[src/hw/rtl/fpr_pkg.sv]
// Shared types and constants for the FTP passive reply parser.
// Used by every module of the block; depends on nothing else.
package fpr_pkg;

  // Character codes that steer the parse.
  localparam logic [7:0] OPEN_PAREN  = 8'h28;
  localparam logic [7:0] CLOSE_PAREN = 8'h29;
  localparam logic [7:0] DIGIT_ZERO  = 8'h30;
  localparam logic [7:0] DIGIT_NINE  = 8'h39;
  localparam logic [7:0] NUL_BYTE    = 8'h00;

  // Count of numbers in a well-formed reply.
  localparam logic [2:0] NUMBER_COUNT = 3'd6;

  // Scan phase codes.
  localparam logic [1:0] PH_SEEK    = 2'd0;
  localparam logic [1:0] PH_COLLECT = 2'd1;
  localparam logic [1:0] PH_DONE    = 2'd2;

  // Default depth of the queue between the front and the back.
  localparam int QUEUE_DEPTH_DEFAULT = 4;

  // One input item: a character of reply text.
  typedef struct packed {
    logic [7:0] text_byte;
    logic       final_byte;
  } req_item_t;

  // One result item.
  typedef struct packed {
    logic        parse_ok;
    logic [31:0] server_address;
    logic [15:0] pasv_port;
  } rsp_item_t;

  // A character after classification by the front.
  typedef struct packed {
    logic       final_byte;
    logic       is_digit;
    logic [3:0] digit;
    logic       is_open;
    logic       is_close;
    logic       is_nul;
  } fpr_class_t;

  // Parse status reported by the back.
  typedef struct packed {
    logic [1:0] scan_phase;
    logic [2:0] numbers_seen;
  } fpr_status_t;

endpackage

[src/hw/rtl/ftp_passive_reply_parser.sv]
// FTP passive reply parser: takes reply text one character per item and gives one result
// on each item marked final. It accepts one character every cycle for as long as the
// result side keeps up; the back handles one character per cycle unless a final character
// waits for the output slot, and its multiply-by-ten and number packing are combinational.
// A result passes the front register, the queue and the output register on its way out.
// The queue of QUEUE_DEPTH entries lets the front keep taking characters while a result
// waits at the output. Characters before the first '(' are skipped, any non-digit
// separates numbers, ')' or the sixth number ends collection, and a zero ends the scan.
module ftp_passive_reply_parser #(
  parameter int QUEUE_DEPTH = fpr_pkg::QUEUE_DEPTH_DEFAULT
) (
  input  logic               clk,
  input  logic               rst,
  input  logic               req_valid,
  output logic               req_stall,
  input  fpr_pkg::req_item_t req,
  output logic               rsp_valid,
  input  logic               rsp_stall,
  output fpr_pkg::rsp_item_t rsp
);
  import fpr_pkg::*;

  logic        push_valid;
  fpr_class_t  push_item;
  logic        q_full;
  logic        q_valid;
  fpr_class_t  q_item;
  logic        q_take;
  fpr_status_t status;

  fpr_front u_front (
    .clk        (clk),
    .rst        (rst),
    .req_valid  (req_valid),
    .req_stall  (req_stall),
    .req        (req),
    .push_valid (push_valid),
    .push_item  (push_item),
    .q_full     (q_full)
  );

  fpr_queue #(
    .DEPTH (QUEUE_DEPTH)
  ) u_queue (
    .clk        (clk),
    .rst        (rst),
    .push_valid (push_valid),
    .push_item  (push_item),
    .full       (q_full),
    .pop_valid  (q_valid),
    .pop_item   (q_item),
    .pop_take   (q_take)
  );

  fpr_back u_back (
    .clk       (clk),
    .rst       (rst),
    .q_valid   (q_valid),
    .q_item    (q_item),
    .q_take    (q_take),
    .rsp_valid (rsp_valid),
    .rsp_stall (rsp_stall),
    .rsp       (rsp),
    .status    (status)
  );

`ifndef ASSERT_OFF
  // The count of finished numbers never passes six.
  a_count_bound: assert property (@(posedge clk) disable iff (rst)
    status.numbers_seen <= NUMBER_COUNT)
    else $error("numbers_seen beyond six");

  // Six finished numbers always close the collection.
  a_six_done: assert property (@(posedge clk) disable iff (rst)
    status.numbers_seen == NUMBER_COUNT |-> status.scan_phase == PH_DONE)
    else $error("six numbers seen but scan still open");

  // The front only stalls the input while it holds an item for a full queue.
  a_stall_cause: assert property (@(posedge clk) disable iff (rst)
    req_stall |-> (push_valid && q_full))
    else $error("input stalled without a waiting item");

  // The back takes nothing from an empty queue.
  a_take_valid: assert property (@(posedge clk) disable iff (rst)
    q_take |-> q_valid)
    else $error("take from empty queue");
`endif

endmodule

[src/hw/rtl/fpr_front.sv]
// Front of the FTP passive reply parser: accepts characters and classifies them.
// Depends on fpr_pkg; feeds fpr_queue.
module fpr_front (
  input  logic               clk,
  input  logic               rst,
  input  logic               req_valid,
  output logic               req_stall,
  input  fpr_pkg::req_item_t req,
  output logic               push_valid,
  output fpr_pkg::fpr_class_t push_item,
  input  logic               q_full
);
  import fpr_pkg::*;

  logic       hold_valid;
  fpr_class_t hold_item;
  fpr_class_t cls;

  // The held item waits only while the queue is full.
  assign req_stall  = hold_valid && q_full;
  assign push_valid = hold_valid;
  assign push_item  = hold_item;

  // Classify the incoming character.
  always_comb begin
    cls.final_byte = req.final_byte;
    cls.is_digit   = (req.text_byte >= DIGIT_ZERO) && (req.text_byte <= DIGIT_NINE);
    cls.digit      = req.text_byte[3:0];
    cls.is_open    = (req.text_byte == OPEN_PAREN);
    cls.is_close   = (req.text_byte == CLOSE_PAREN);
    cls.is_nul     = (req.text_byte == NUL_BYTE);
  end

  // Holding register in front of the queue.
  always_ff @(posedge clk) begin
    if (rst) begin
      hold_valid <= 1'b0;
    end else if (!req_stall) begin
      hold_valid <= req_valid;
    end
  end

  always_ff @(posedge clk) begin
    if (!req_stall && req_valid) begin
      hold_item <= cls;
    end
  end

endmodule

[src/hw/rtl/fpr_queue.sv]
// Short queue of classified characters between the front and the back.
// Depends on fpr_pkg.
module fpr_queue #(
  parameter int DEPTH = fpr_pkg::QUEUE_DEPTH_DEFAULT
) (
  input  logic                clk,
  input  logic                rst,
  input  logic                push_valid,
  input  fpr_pkg::fpr_class_t push_item,
  output logic                full,
  output logic                pop_valid,
  output fpr_pkg::fpr_class_t pop_item,
  input  logic                pop_take
);
  import fpr_pkg::*;

  localparam int AW = (DEPTH > 1) ? $clog2(DEPTH) : 1;
  localparam int CW = $clog2(DEPTH + 1);
  localparam logic [AW-1:0] LAST_SLOT = AW'(DEPTH - 1);
  localparam logic [CW-1:0] FULL_COUNT = CW'(DEPTH);

  fpr_class_t    slots [DEPTH];
  logic [AW-1:0] wr_ptr;
  logic [AW-1:0] rd_ptr;
  logic [CW-1:0] count;
  logic          do_push;
  logic          do_pop;

  assign full      = (count == FULL_COUNT);
  assign pop_valid = (count != '0);
  assign pop_item  = slots[rd_ptr];
  assign do_push   = push_valid && !full;
  assign do_pop    = pop_take && pop_valid;

  // Pointers and occupancy.
  always_ff @(posedge clk) begin
    if (rst) begin
      wr_ptr <= '0;
      rd_ptr <= '0;
      count  <= '0;
    end else begin
      if (do_push) begin
        wr_ptr <= (wr_ptr == LAST_SLOT) ? '0 : wr_ptr + 1'b1;
      end
      if (do_pop) begin
        rd_ptr <= (rd_ptr == LAST_SLOT) ? '0 : rd_ptr + 1'b1;
      end
      if (do_push && !do_pop) begin
        count <= count + 1'b1;
      end else if (do_pop && !do_push) begin
        count <= count - 1'b1;
      end
    end
  end

  // Entry storage.
  always_ff @(posedge clk) begin
    if (do_push) begin
      slots[wr_ptr] <= push_item;
    end
  end

endmodule

[src/hw/rtl/fpr_back.sv]
// Back of the FTP passive reply parser: runs the scan and builds the result.
// Depends on fpr_pkg; fed by fpr_queue.
module fpr_back (
  input  logic                clk,
  input  logic                rst,
  input  logic                q_valid,
  input  fpr_pkg::fpr_class_t q_item,
  output logic                q_take,
  output logic                rsp_valid,
  input  logic                rsp_stall,
  output fpr_pkg::rsp_item_t  rsp,
  output fpr_pkg::fpr_status_t status
);
  import fpr_pkg::*;

  logic [1:0]  scan_phase;
  logic [2:0]  numbers_seen;
  logic        in_number;
  logic [31:0] number_acc;
  logic [31:0] address_acc;
  logic [15:0] port_acc;

  logic        collecting;
  logic [31:0] acc_step;
  logic [31:0] finish_val;
  logic        finish_en;
  logic [31:0] address_fin;
  logic [15:0] port_fin;
  logic [2:0]  count_fin;
  logic [1:0]  scan_phase_next;
  logic        in_number_next;
  logic [31:0] number_acc_next;
  logic [31:0] address_acc_next;
  logic [15:0] port_acc_next;
  logic [2:0]  numbers_seen_next;

  // A final item needs the output slot; other items never wait.
  assign q_take = q_valid && (!q_item.final_byte || !rsp_valid || !rsp_stall);

  assign status.scan_phase   = scan_phase;
  assign status.numbers_seen = numbers_seen;

  assign collecting = (scan_phase == PH_COLLECT);

  // Times ten plus the new digit, modulo 2^32.
  assign acc_step = (number_acc << 3) + (number_acc << 1) + {28'd0, q_item.digit};

  // A number ends on a non-digit, or on the final item while still open.
  assign finish_val = q_item.is_digit ? acc_step : number_acc;
  assign finish_en  = q_take && collecting &&
                      (q_item.is_digit ? q_item.final_byte : in_number);
  assign count_fin  = numbers_seen + 3'd1;

  // Place the finished number into the address or the port.
  always_comb begin
    address_fin = address_acc;
    port_fin    = port_acc;
    case (numbers_seen)
      3'd0: address_fin = address_acc | (finish_val << 24);
      3'd1: address_fin = address_acc | (finish_val << 16);
      3'd2: address_fin = address_acc | (finish_val << 8);
      3'd3: address_fin = address_acc | finish_val;
      3'd4: port_fin    = port_acc + {finish_val[7:0], 8'd0};
      3'd5: port_fin    = port_acc + finish_val[15:0];
      default: begin
        address_fin = address_acc;
        port_fin    = port_acc;
      end
    endcase
  end

  // Next scan state for one character.
  always_comb begin
    scan_phase_next   = scan_phase;
    in_number_next    = in_number;
    number_acc_next   = number_acc;
    address_acc_next  = address_acc;
    port_acc_next     = port_acc;
    numbers_seen_next = numbers_seen;
    case (scan_phase)
      PH_SEEK: begin
        if (q_item.is_nul) begin
          scan_phase_next = PH_DONE;
        end else if (q_item.is_open) begin
          scan_phase_next = PH_COLLECT;
        end
      end
      PH_COLLECT: begin
        if (q_item.is_digit) begin
          number_acc_next = acc_step;
          in_number_next  = 1'b1;
        end else if (q_item.is_nul || q_item.is_close) begin
          scan_phase_next = PH_DONE;
        end
        if (finish_en) begin
          address_acc_next  = address_fin;
          port_acc_next     = port_fin;
          numbers_seen_next = count_fin;
          in_number_next    = 1'b0;
          number_acc_next   = '0;
          if (count_fin >= NUMBER_COUNT) begin
            scan_phase_next = PH_DONE;
          end
        end
      end
      default: begin
        scan_phase_next = scan_phase;
      end
    endcase
  end

  // Scan state; a final item returns it to the starting point.
  always_ff @(posedge clk) begin
    if (rst || (q_take && q_item.final_byte)) begin
      scan_phase   <= PH_SEEK;
      numbers_seen <= '0;
      in_number    <= 1'b0;
      number_acc   <= '0;
      address_acc  <= '0;
      port_acc     <= '0;
    end else if (q_take) begin
      scan_phase   <= scan_phase_next;
      numbers_seen <= numbers_seen_next;
      in_number    <= in_number_next;
      number_acc   <= number_acc_next;
      address_acc  <= address_acc_next;
      port_acc     <= port_acc_next;
    end
  end

  // Output register.
  always_ff @(posedge clk) begin
    if (rst) begin
      rsp_valid <= 1'b0;
    end else if (q_take && q_item.final_byte) begin
      rsp_valid <= 1'b1;
    end else if (!rsp_stall) begin
      rsp_valid <= 1'b0;
    end
  end

  always_ff @(posedge clk) begin
    if (q_take && q_item.final_byte) begin
      rsp.parse_ok       <= (numbers_seen_next == NUMBER_COUNT);
      rsp.server_address <= address_acc_next;
      rsp.pasv_port      <= port_acc_next;
    end
  end

endmodule
[config.mk]
export PLATFORM = sky130hd
export DESIGN_NAME = ftp_passive_reply_parser
export DESIGN_NICKNAME = d
export VERILOG_FILES = /design/src/hw/rtl/fpr_pkg.sv /design/src/hw/rtl/ftp_passive_reply_parser.sv /design/src/hw/rtl/fpr_front.sv /design/src/hw/rtl/fpr_queue.sv /design/src/hw/rtl/fpr_back.sv
export SDC_FILE = /design/constraint.sdc
export NUM_CORES = 1
export LEC_CHECK = 0
export ABC_AREA = 1
export BUFFER_PORTS_ARGS = -buffer_cell sky130_fd_sc_hd__clkbuf_2
export CORE_ASPECT_RATIO = 0.9
export CORE_MARGIN = 8
export CORE_UTILIZATION = 50
export DETAILED_ROUTE_END_ITERATION = 16
export MAX_ROUTING_LAYER = met4
export PLACE_DENSITY = 0.67
export SLEW_MARGIN = 10
export SYNTH_ARGS = -nofsm -noshare
export SYNTH_HDL_FRONTEND = slang
export SYNTH_SLANG_ARGS = --single-unit
[constraint.sdc]
create_clock -name clk -period 8.7 [get_ports clk]
set_input_delay 0.435 -clock clk [delete_from_list [all_inputs] [get_ports clk]]
set_output_delay 0.435 -clock clk [all_outputs]
set_load 0.005 [all_outputs]
Yosys cells after proc, flatten, opt, wreduce, memory -nomap -nowiden
Memory sizes are Yosys's and may differ from the RTL's. A register that Yosys moved wholly into a read port is not among the register bits.
Cells that the tools add are included.
W data, S select, Z words.
{ "word_totals": {"register_bits": 153, "memories": 1, "mem_bits_rw": 36, "inputBits": 13} }
{ "memory_table": {"columns": ["name", "depth", "width", "rd", "rd_clocked_by_memory_dff", "write_ports", "line", "text"], "rows": [
  ["u_queue.slots", 4, 9, 1, 1, 1, "fpr_queue.sv:22", "fpr_class_t slots [DEPTH];"]
]} }
{ "op_classes": {"reduce_logical": 32, "eq_ne": 14, "bitwise_logic": 4, "n_addsub": 9, "muxes": 30, "n_lt_le_gt_ge": 3} }
{ "op_table": {"columns": ["op", "count"], "rows": [
  ["$mux W32", 4],
  ["$or A32 B32 Y32", 4],
  ["$pmux W32 S4", 1],
  ["$add A16 B16 Y16", 2],
  ["$add A32 B32 Y32", 1],
  ["$add A32 B4 Y32", 1],
  ["$mux W16", 2],
  ["$pmux W16 S2", 1],
  ["$mux W2", 10],
  ["$eq A8 B6 Y1 const B", 2],
  ["$eq A3 B3 Y1 const B", 4],
  ["$mux W3", 4],
  ["$logic_and A1 B1 Y1", 11],
  ["$ge A8 B6 Y1 const B", 1],
  ["$le A8 B6 Y1 const B", 1],
  ["$logic_not A8 Y1", 1],
  ["$logic_not A1 Y1", 7],
  ["$mux W1", 7],
  ["$add A3 B1 Y3 const B", 2],
  ["$eq A3 B2 Y1 const B", 2],
  ["$reduce_and A3 Y1", 2],
  ["$reduce_bool A2 Y1", 3],
  ["$add A2 B1 Y2 const B", 2],
  ["$eq A2 B2 Y1 const B", 2],
  ["other kinds (12)", 15]
]} }

Longest topological paths before layout
Gate-level depths: netlist (run 1).
{ "depth": {"word_depth": 9, "depth_mapped": 30, "mapped_depth_nobuf": 28} }

Hierarchy
A second synthesis (run 1) with hierarchy kept.
{ "hier_totals": {"cells_unflattened": 1578, "area_unflattened_um2": 12007.8} }
{ "modules_own_cells": {"columns": ["mod", "n_inst", "seq_area_each_um2", "cells_per_inst", "area_each_um2"], "rows": [
  ["fpr_back", 1, 3213.1, 1383, 9650.5],
  ["fpr_queue", 1, 1261.2, 156, 1954.4],
  ["fpr_front", 1, 290.3, 39, 402.9]
]} }

Worst setup path after synthesis (run 1)
No wires, ideal clock.
{ "synth_timing": {"kind": "reg-to-reg", "from": "register with a tool-made name", "to": "register u_back.rsp[15] (netlist name)", "t_arrival_ps": 3809, "stages_incl_launch_ff": 24, "setup_ps": 251, "path_slack_ps": 4640, "required_time_ps": 8449, "cell_sequence": "dfxtp_1 buf_6 inv_4 clkbuf_1 nand2_1 a32o_1 fa_1 fa_1 inv_1 nand3_1 nand3_1 xor2_1 nand2_1 nand2_1 ha_1 a21o_1 o21ai_0 nand3_1 a21oi_1 nand3_1 nand3_1 nand2_1 nand2_1 inv_1"} }

==> flow_summary.toml, run 1 <==
[cts]
postCtsHoldBufs = 0
post_cts_buffers = 0
tritoncts.num_buffers = 17
cts-resized-gates = 0
clk_latency_ns = 0.45
clockBufferDepth = 2
cts.sinks = 191
cts_tree = "yes"
cts_max_level = 4
ctsRootBufferMaster = "clkbuf_16"
clk_pin_slew_worst_paths_ns = 0.08

[global_route]
grtUsageTotal = 0.230
grt_pass1_vias = 10300
grt_overflow_total = 0
grt_pass1_wl_um = 53100
grt_antenna_before_repair = 0
grt_max_degree = 65

[flow_run]
drv_cap = 0

[floorplan]
coreArea_um2 = 24100
die_area_um2 = 29600
io_pins = 64
initial_core_util = 0.506
dieHeight_um = 164
row_count = 54
die_w_um = 180

[final_layout]
finalNetCount = 1852
drive_gt1_frac = 0.0735
fin_util = 0.554
seqCellArea_um2 = 4760
n_fill_cell = 2359
design_area_um2 = 13300
multi_input_area_um2 = 6210
antenna_cells = 0
syn2layout_area_growth_pct = 9.44

[min_path]
min_path_type = "in -> reg"

[placement]
dpl.hpwl_um = 24500
portBuffers = 63
place.gp.congestion = 0.987
placed_area_um2 = 12700

[synthesis]
synthArstFlopShare = 0
synth_top_area_cell = "edfxtp_1"
netlist_instances = 1693
yosys_warnings = 0
synth_top_area_share = 0.232
ys_seq_area_frac = 0.392
synth_area_um2 = 12200
synth-edff-count = 94
synth_flop_cell = "dfxtp_1"
ys_top_cells_by_area = "edfxtp_1, nand2_1, dfxtp_1, ha_1, inv_1"
synth_seq_cells = 191
synthesis.nets = 1803
postSynthAreaPerCell_um2 = 7.19
synth.distinct_cells = 50

[sta]
hold_violations = 0
holdWs_ns = 0.164
finClkSkew_ns = 0.0199
slew_headroom = 0.292
tns_ns = 0
finalMaxSlewViolations = 0
setup_viol = 0
tightest_slew_ns = 1.06
rsz0062_at_grt = "false"
period_minus_slack_ns = 5.15
finalCritPeriodShare = 0.592
fmax_ghz = 0.194

[worst_setup_path]
slowest_stage = "o21ai_1"
worst_path_largest_cell_delay_ns = 0.77
crit_chain = "inv_4 -> nand2_1 -> nand3_1 -> nand2_2 -> inv_2 -> o21ai_1 -> ha_1 -> inv_1 -> fa_1 -> nand3b_1 -> nand2_1 -> a21boi_0 -> o21ai_0 -> nand2_1 -> nand2_1 -> nand2_1 -> nand2_1 -> o21ai_0 -> nand2_1 -> nand2_1"
required_ns = 8.91
crit_top_cell = "nand2_1"
crit_family = "simple AND/OR/NAND/NOR gates"
crit_fanout = 40
start_kind = "register"
critPathBufInv = 3
cp-end-kind = "register"
critPathKind = "reg -> reg"
cp.arrival_ns = 5.35

[routing]
antenna_left = 0
drt_iter0_drc = 1220
drt_pass1_iterations = 6
wirelength_um = 33000
avgViaCountPerCell = 5.35
wire_per_inst_um = 16.0
drc_errors = 0
vias = 11000

[outcome]
status = "complete, no violations"

[power_and_ir_drop]
p_leak_nw = 6.72
power_density_nw_per_um2 = 224
finalPower_mw = 2.98
ir_drop_mv = 0.179
-- per-stage QoR --
stage | cells | setup WS (ns)
after floorplan | 1693 | 4.64
after global placement | 2031 | 3.72
after detailed placement | 2031 | 3.62
after CTS | 2063 | 3.58
after global routing | 2063 | 3.05
final | 2063 | 3.55
-- flip-flops by register name, summed over array words and instances, names as in the netlist, named ones only --
signal               count
u_back.rsp              49
u_back.scan_phase        2
u_back.numbers_seen      3
u_back.rsp_valid         1
u_queue.rd_ptr           2
u_queue.count            3
u_back.number_acc       32
u_back.in_number         1
u_back.address_acc      32
u_queue.slots           36
u_queue.wr_ptr           2
u_front.push_item        9
u_front.push_valid       1
u_back.port_acc         16
-- per-layer routing --
metal / routed length (um) / GRT usage / up-vias
met3: 2090 / 0.0367 / 48
met5: 0 / - / -
met2: 15000 / 0.370 / 382
met1: 15200 / 0.299 / 5004
li1: - / - / 5593
met4: 733 / 0.0627 / 0
-- layout by cell type (no fill, tap or decap), types with 17 or more instances in the layout --
cell type	n
nand2_1	528
inv_1	261
nand3_1	129
nor2_1	128
a21oi_1	117
dfxtp_1	97
edfxtp_1	94
ha_1	92
o21ai_0	82
clkbuf_2	63
nand4_1	17
clkbuf_16	17
-- path summary, 6_finish.rpt --
path | endpoint | startpoint | cells past startpoint | slack [ns]
min | u_front.push_item[8]$_DFFE_PP_ | req[0] | 1 | 0.16
max reg2reg | u_back.rsp[10]$_DFFE_PP_ | register | 20 | 3.55
min reg2reg | u_back.address_acc[7]$_SDFFE_PP0P_ | u_back.address_acc[7]$_SDFFE_PP0P_ | 2 | 0.46
max | u_back.rsp[10]$_DFFE_PP_ | register | 20 | 3.55
-- kinds of logic after synthesis --
kind of cell,after synthesis,share of synthesized area
AO/OA/AOI/OAI,245,0.111
AND/OR/NAND/NOR,845,0.288
XOR/XNOR,12,0.00864
flip-flops,191,0.392
adder cells (fa/ha/maj),97,0.103
buffers and inverters,303,0.0986
-- power by group --
| part | leakage (nW) | total, mW | switching (mW) | internal [mW] |
|---|---|---|---|---|
| combinational | 4.74 | 0.952 | 0.676 | 0.276 |
| clock | 0.299 | 0.812 | 0.397 | 0.414 |
| sequential | 1.68 | 1.22 | 0.0757 | 1.14 |
| total | 6.72 | 2.98 | 1.15 | 1.83 |
-- synth_stat cells, types with 5 or more instances --
cell,number
a21oi_1,117
and2_1,7
buf_2,17
clkbuf_1,15
dfxtp_1,97
edfxtp_1,94
fa_1,5
ha_1,92
inv_1,262
nand2_1,529
nand3_1,129
nand4_1,17
nor2_1,128
nor3_1,11
o21ai_0,82
o21ai_1,5
o21ai_2,6
o22ai_1,11
or2_2,9
xor2_1,9
-- worst register-to-register path: stages (launching register included) --
cell      delay (ns)
dfxtp_1         0.74
inv_4           0.20
nand2_1         0.10
nand3_1         0.08
nand2_2         0.50
inv_2           0.49
o21ai_1         0.77
ha_1            0.30
inv_1           0.06
fa_1            0.39
nand3b_1        0.18
nand2_1         0.16
a21boi_0        0.20
o21ai_0         0.25
nand2_1         0.08
nand2_1         0.09
nand2_1         0.05
nand2_1         0.05
o21ai_0         0.07
nand2_1         0.10
nand2_1         0.05
-- area by class of cell --
class / instances / share of cell area
multi-input combinational: 1199 / 0.466
sequential: 191 / 0.358
inverter: 266 / 0.0755
clock buffer: 17 / 0.0319
tap: 308 / 0.0289
timing repair buffer: 67 / 0.0259
clock inverter: 15 / 0.0138
Power figures use the tool's default switching activity.
==> inputs of run 2 (changes only) <==
--- a/config.mk
+++ b/config.mk
@@ -12,7 +12,7 @@
 export CORE_UTILIZATION = 50
 export DETAILED_ROUTE_END_ITERATION = 16
 export MAX_ROUTING_LAYER = met4
-export PLACE_DENSITY = 0.67
+export PLACE_DENSITY = 0.7
 export SLEW_MARGIN = 10
 export SYNTH_ARGS = -nofsm -noshare
 export SYNTH_HDL_FRONTEND = slang
==> constraint.sdc (replaced) <==
create_clock -name clk -period 4.5 [get_ports clk]
set_input_delay 0.225 -clock clk [delete_from_list [all_inputs] [get_ports clk]]
set_output_delay 0.225 -clock clk [all_outputs]
set_load 0.005 [all_outputs]
==> flow_summary.toml, run 2 (same netlist as run 1, synthesis figures left out) <==
[outcome]
status = "complete, no violations"

[final_layout]
design_area_um2 = 13600
finalNetCount = 1881
largest_register = "u_back.rsp"
largestRegisters = "u_back.rsp x49, u_queue.slots x36"
layout_commonest_cell = "nand2_1"
largest_register_ff_count = 49
final_cells = 2092
syn2layout_area_growth_pct = 11.6
antenna_cells = 0
layout_common_cells = "nand2_1, inv_1, nand3_1, nor2_1, a21oi_1"
fin_util = 0.565
drive_gt1_frac = 0.0919

[floorplan]
row_count = 54
io_pins = 64
die_area_um2 = 29600
initial_core_util = 0.506
coreArea_um2 = 24100
dieHeight_um = 164
die_w_um = 180

[global_route]
grt_antenna_before_repair = 0
grt_overflow_total = 0
grt_pass1_wl_um = 55400
grt_pass1_vias = 10500
grtUsageTotal = 0.240
grt_max_degree = 50

[routing]
vias = 11200
drc_errors = 0
drt_pass1_iterations = 5
avgViaCountPerCell = 5.35
antenna_left = 0
wirelength_um = 34700
drt_iter0_drc = 1034
wire_per_inst_um = 16.6

[power_and_ir_drop]
power_density_nw_per_um2 = 436
p_leak_nw = 6.86
ir_drop_mv = 0.358

[flow_run]
drv_cap = 0

[sta]
tightest_slew_ns = 1.05
fmax_ghz = 0.235
rsz0062_at_grt = "false"
slew_headroom = 0.300
period_minus_slack_ns = 4.25
setup_viol = 0
tns_ns = 0
finalCritPeriodShare = 0.944
finalMaxSlewViolations = 0
finClkSkew_ns = 0.0155
hold_violations = 0

[worst_setup_path]
cp-end-kind = "register"
start_kind = "register"
cp.arrival_ns = 4.45
crit_fanout = 18
critPathBufInv = 2
critPathKind = "reg -> reg"
crit_top_cell = "nand2_1"
required_ns = 4.70
worst_path_largest_cell_delay_ns = 0.53
slowest_stage = "fa_1"
crit_family = "simple AND/OR/NAND/NOR gates"

[cts]
cts_tree = "yes"
clk_latency_ns = 0.45
clk_pin_slew_worst_paths_ns = 0.08
ctsRootBufferMaster = "clkbuf_16"
cts_max_level = 4
cts.sinks = 191
clockBufferDepth = 2
tritoncts.num_buffers = 17

[placement]
placed_area_um2 = 12900
portBuffers = 63
place.gp.congestion = 0.977
dpl.hpwl_um = 26200
dp_cells = 2056

[min_path]
min_path_type = "in -> reg"
min-delay-start = "rst"
## run 2: repair_timing
action                                  CTS  global route
hold buffers                              3             1
setup buffers                             0             0
resized for setup                         0            15
endpoints found under the hold margin     3             1
endpoints found under the setup margin    0            17
## run 2: layout make-up
class | count | area [um^2]
timing repair buffer | 96 | 573
multi-input combinational | 1199 | 6250
clock inverter | 14 | 170
tap | 308 | 385
clock buffer | 18 | 429
inverter | 266 | 1010
fill | 2309 | 10500
sequential | 191 | 4770
## run 2: worst reg2reg max path: cells and delay by family (launching register included)
kind | cells | cell delay [ns]
AND/OR/NAND/NOR | 16 | 1.82
flip-flops | 1 | 0.39
buffers and inverters | 2 | 0.21
adder cells (fa/ha/maj) | 3 | 1.07
AO/OA/AOI/OAI | 4 | 0.51
## run 2: final timing paths
kind / end / slack (ns) / cells after the start
max reg2reg: u_back.rsp[12]$_DFFE_PP_ / 0.25 / 25
max: u_back.rsp[12]$_DFFE_PP_ / 0.25 / 25
min reg2reg: u_back.number_acc[31]$_SDFFE_PP0P_ / 0.47 / 2
min: u_front.push_valid$_SDFFE_PP0N_ / 0.006 / 2
## run 2: per-stage QoR
step / hold WS [ns] / setup WS (ns) / power (mW)
final: 0.00591 / 0.251 / 5.92
after global routing: 0.00154 / 0.000745 / 6.24
after CTS: 0.00399 / 0.0549 / 5.93
after detailed placement: 0.407 / 0.0963 / 4.37
after global placement: 0.405 / 0.147 / 4.33
after floorplan: 0.294 / 0.440 / 3.60
## run 2: routing by layer
layer	up-vias	wire length [um]	global-route usage
li1	5636	-	-
met1	5123	16000	0.316
met2	390	16100	0.392
met3	39	2000	0.0323
met4	0	579	0.0552
met5	-	0	-
## run 2: power breakdown
group | switching [mW] | leakage [nW] | total (mW) | internal [mW]
Clock | 0.777 | 0.290 | 1.57 | 0.797
Sequential | 0.140 | 1.68 | 2.35 | 2.21
Combinational | 1.39 | 4.88 | 2.00 | 0.608
Total | 2.31 | 6.86 | 5.92 | 3.61
==> inputs of run 3 (changes only) <==
--- a/config.mk
+++ b/config.mk
@@ -13,7 +13,7 @@
 export DETAILED_ROUTE_END_ITERATION = 16
 export MAX_ROUTING_LAYER = met4
 export PLACE_DENSITY = 0.7
-export SLEW_MARGIN = 10
+export REMOVE_ABC_BUFFERS = 1
 export SYNTH_ARGS = -nofsm -noshare
 export SYNTH_HDL_FRONTEND = slang
 export SYNTH_SLANG_ARGS = --single-unit
==> flow_summary.toml, run 3 (same netlist as run 1, synthesis figures left out) <==
[cts]
cts_tree = "yes"
post_cts_buffers = 0
clockBufferDepth = 2
clk_latency_ns = 0.44
cts.sinks = 191
tritoncts.num_buffers = 17
ctsRootBufferMaster = "clkbuf_16"
clk_pin_slew_worst_paths_ns = 0.08
cts_max_level = 4

[worst_setup_path]
cp-end-kind = "register"
critPathKind = "reg -> reg"
cp.arrival_ns = 4.35
crit_fanout = 10
required_ns = 4.69
start_kind = "register"

[routing]
vias = 11300
drc_errors = 0
wirelength_um = 34800
drt_iter0_drc = 1055
wire_per_inst_um = 16.6
drt_pass1_iterations = 6
avgViaCountPerCell = 5.42
antenna_left = 0

[global_route]
grtUsageTotal = 0.245
grt_pass1_wl_um = 56600
grt_overflow_total = 0
grt_pass1_vias = 10600
grt_max_degree = 50
grt_antenna_before_repair = 0

[power_and_ir_drop]
ir_drop_mv = 0.483
seqPwrFrac = 0.397
p_leak_nw = 6.86
p_sw_frac = 0.390
power_density_nw_per_um2 = 434
power.switching_mw = 2.30
power_frac_clock = 0.257
comb_power_share = 0.346
p_int_mw = 3.59

[floorplan]
row_count = 54
die_area_um2 = 29600
io_pins = 64
dieHeight_um = 164
coreArea_um2 = 24100
initial_core_util = 0.506
die_w_um = 180

[outcome]
status = "complete, no violations"

[final_layout]
drive_gt1_frac = 0.0885
largestRegisters = "u_back.rsp x49, u_queue.slots x36"
finalNetCount = 1882
layout_commonest_cell = "nand2_1"
antenna_cells = 0
fin_util = 0.563
layout_common_cells = "nand2_1, inv_1, nor2_1, nand3_1, a21oi_1"
syn2layout_area_growth_pct = 11.4
largest_register = "u_back.rsp"
largest_register_ff_count = 49
final_cells = 2093
design_area_um2 = 13500

[sta]
period_minus_slack_ns = 4.16
fmax_ghz = 0.241
finalCritPeriodShare = 0.924
setup_viol = 0
tns_ns = 0
holdWs_ns = 0.0205
tightest_slew_ns = 1.08
slew_headroom = 0.279
finalMaxSlewViolations = 0
rsz0062_at_grt = "false"
hold_violations = 0
finClkSkew_ns = 0.0166

[placement]
dpl.hpwl_um = 26900
dp_cells = 2056
portBuffers = 63
place.gp.congestion = 0.982
placed_area_um2 = 12900

[flow_run]
drv_cap = 0

[min_path]
min_path_type = "in -> reg"
run 3: changes by cell type in the layout (fill, tap and decap cells not counted), sizes merged:
cell,delta
clkinvlp,+1
clkbuf,+1
inv,-1
bufinv,-1
dlygate4sd3,+1
run 3: timing repair:
action | CTS | global route
resized for setup | 0 | 8
endpoints found under the setup margin | 0 | 13
hold buffers | 5 | 0
hold endpoints to repair | 6 | 0
run 3: worst max-delay path: stages (launching register included):
cell      delay (ns)
dfxtp_4         0.39
inv_4           0.09
nand2_1         0.05
a32o_1          0.23
fa_1            0.49
fa_1            0.42
inv_1           0.08
buf_4           0.14
nand3_1         0.10
nand3_1         0.16
nand2_1         0.07
nand3_1         0.12
nand2_1         0.17
ha_1            0.40
a21oi_1         0.20
inv_1           0.07
nor3_1          0.29
nand3b_1        0.14
nand3_1         0.12
nand2_1         0.06
nand2_1         0.07
nand2_1         0.05
run 3: area by class of cell:
class	count	area [um^2]
multi-input combinational	1199	6230
clock buffer	19	454
inverter	266	1010
fill	2292	10500
timing repair buffer	97	583
clock inverter	13	126
tap	308	385
sequential	191	4770
run 3: per-stage QoR:
step / power, mW / setup WS (ns)
floorplan: 3.50 / 0.514
global placement: 4.35 / 0.209
detailed placement: 4.39 / 0.206
CTS: 5.89 / 0.179
global route: 6.21 / 0.0364
finish: 5.89 / 0.342
run 3: routing by layer:
layer / part of all wire / track usage
met5: 0 / -
met4: 0.016 / 0.0537
met3: 0.066 / 0.0341
met2: 0.45 / 0.390
met1: 0.46 / 0.329
run 3: final timing paths:
check,slack (ns),from,cells after the start,end
hold reg to reg,0.48,u_back.address_acc[0]$_SDFFE_PP0P_,2,u_back.address_acc[0]$_SDFFE_PP0P_
setup / recovery,0.34,register,21,u_back.rsp[13]$_DFFE_PP_
setup reg to reg,0.34,register,21,u_back.rsp[13]$_DFFE_PP_
hold / removal,0.02,req[4],1,u_front.push_item[6]$_DFFE_PP_
run 3: power groups by stage:
stage	logic (mW)	registers (mW)	clock network, mW
6_report	2.04	2.33	1.51
5_1_grt	2.25	2.37	1.60
4_1_cts	2.03	2.33	1.53
3_5_place_dp	2.02	2.37	0
3_3_place_gp	1.99	2.36	0
2_1_floorplan	1.11	2.39	0
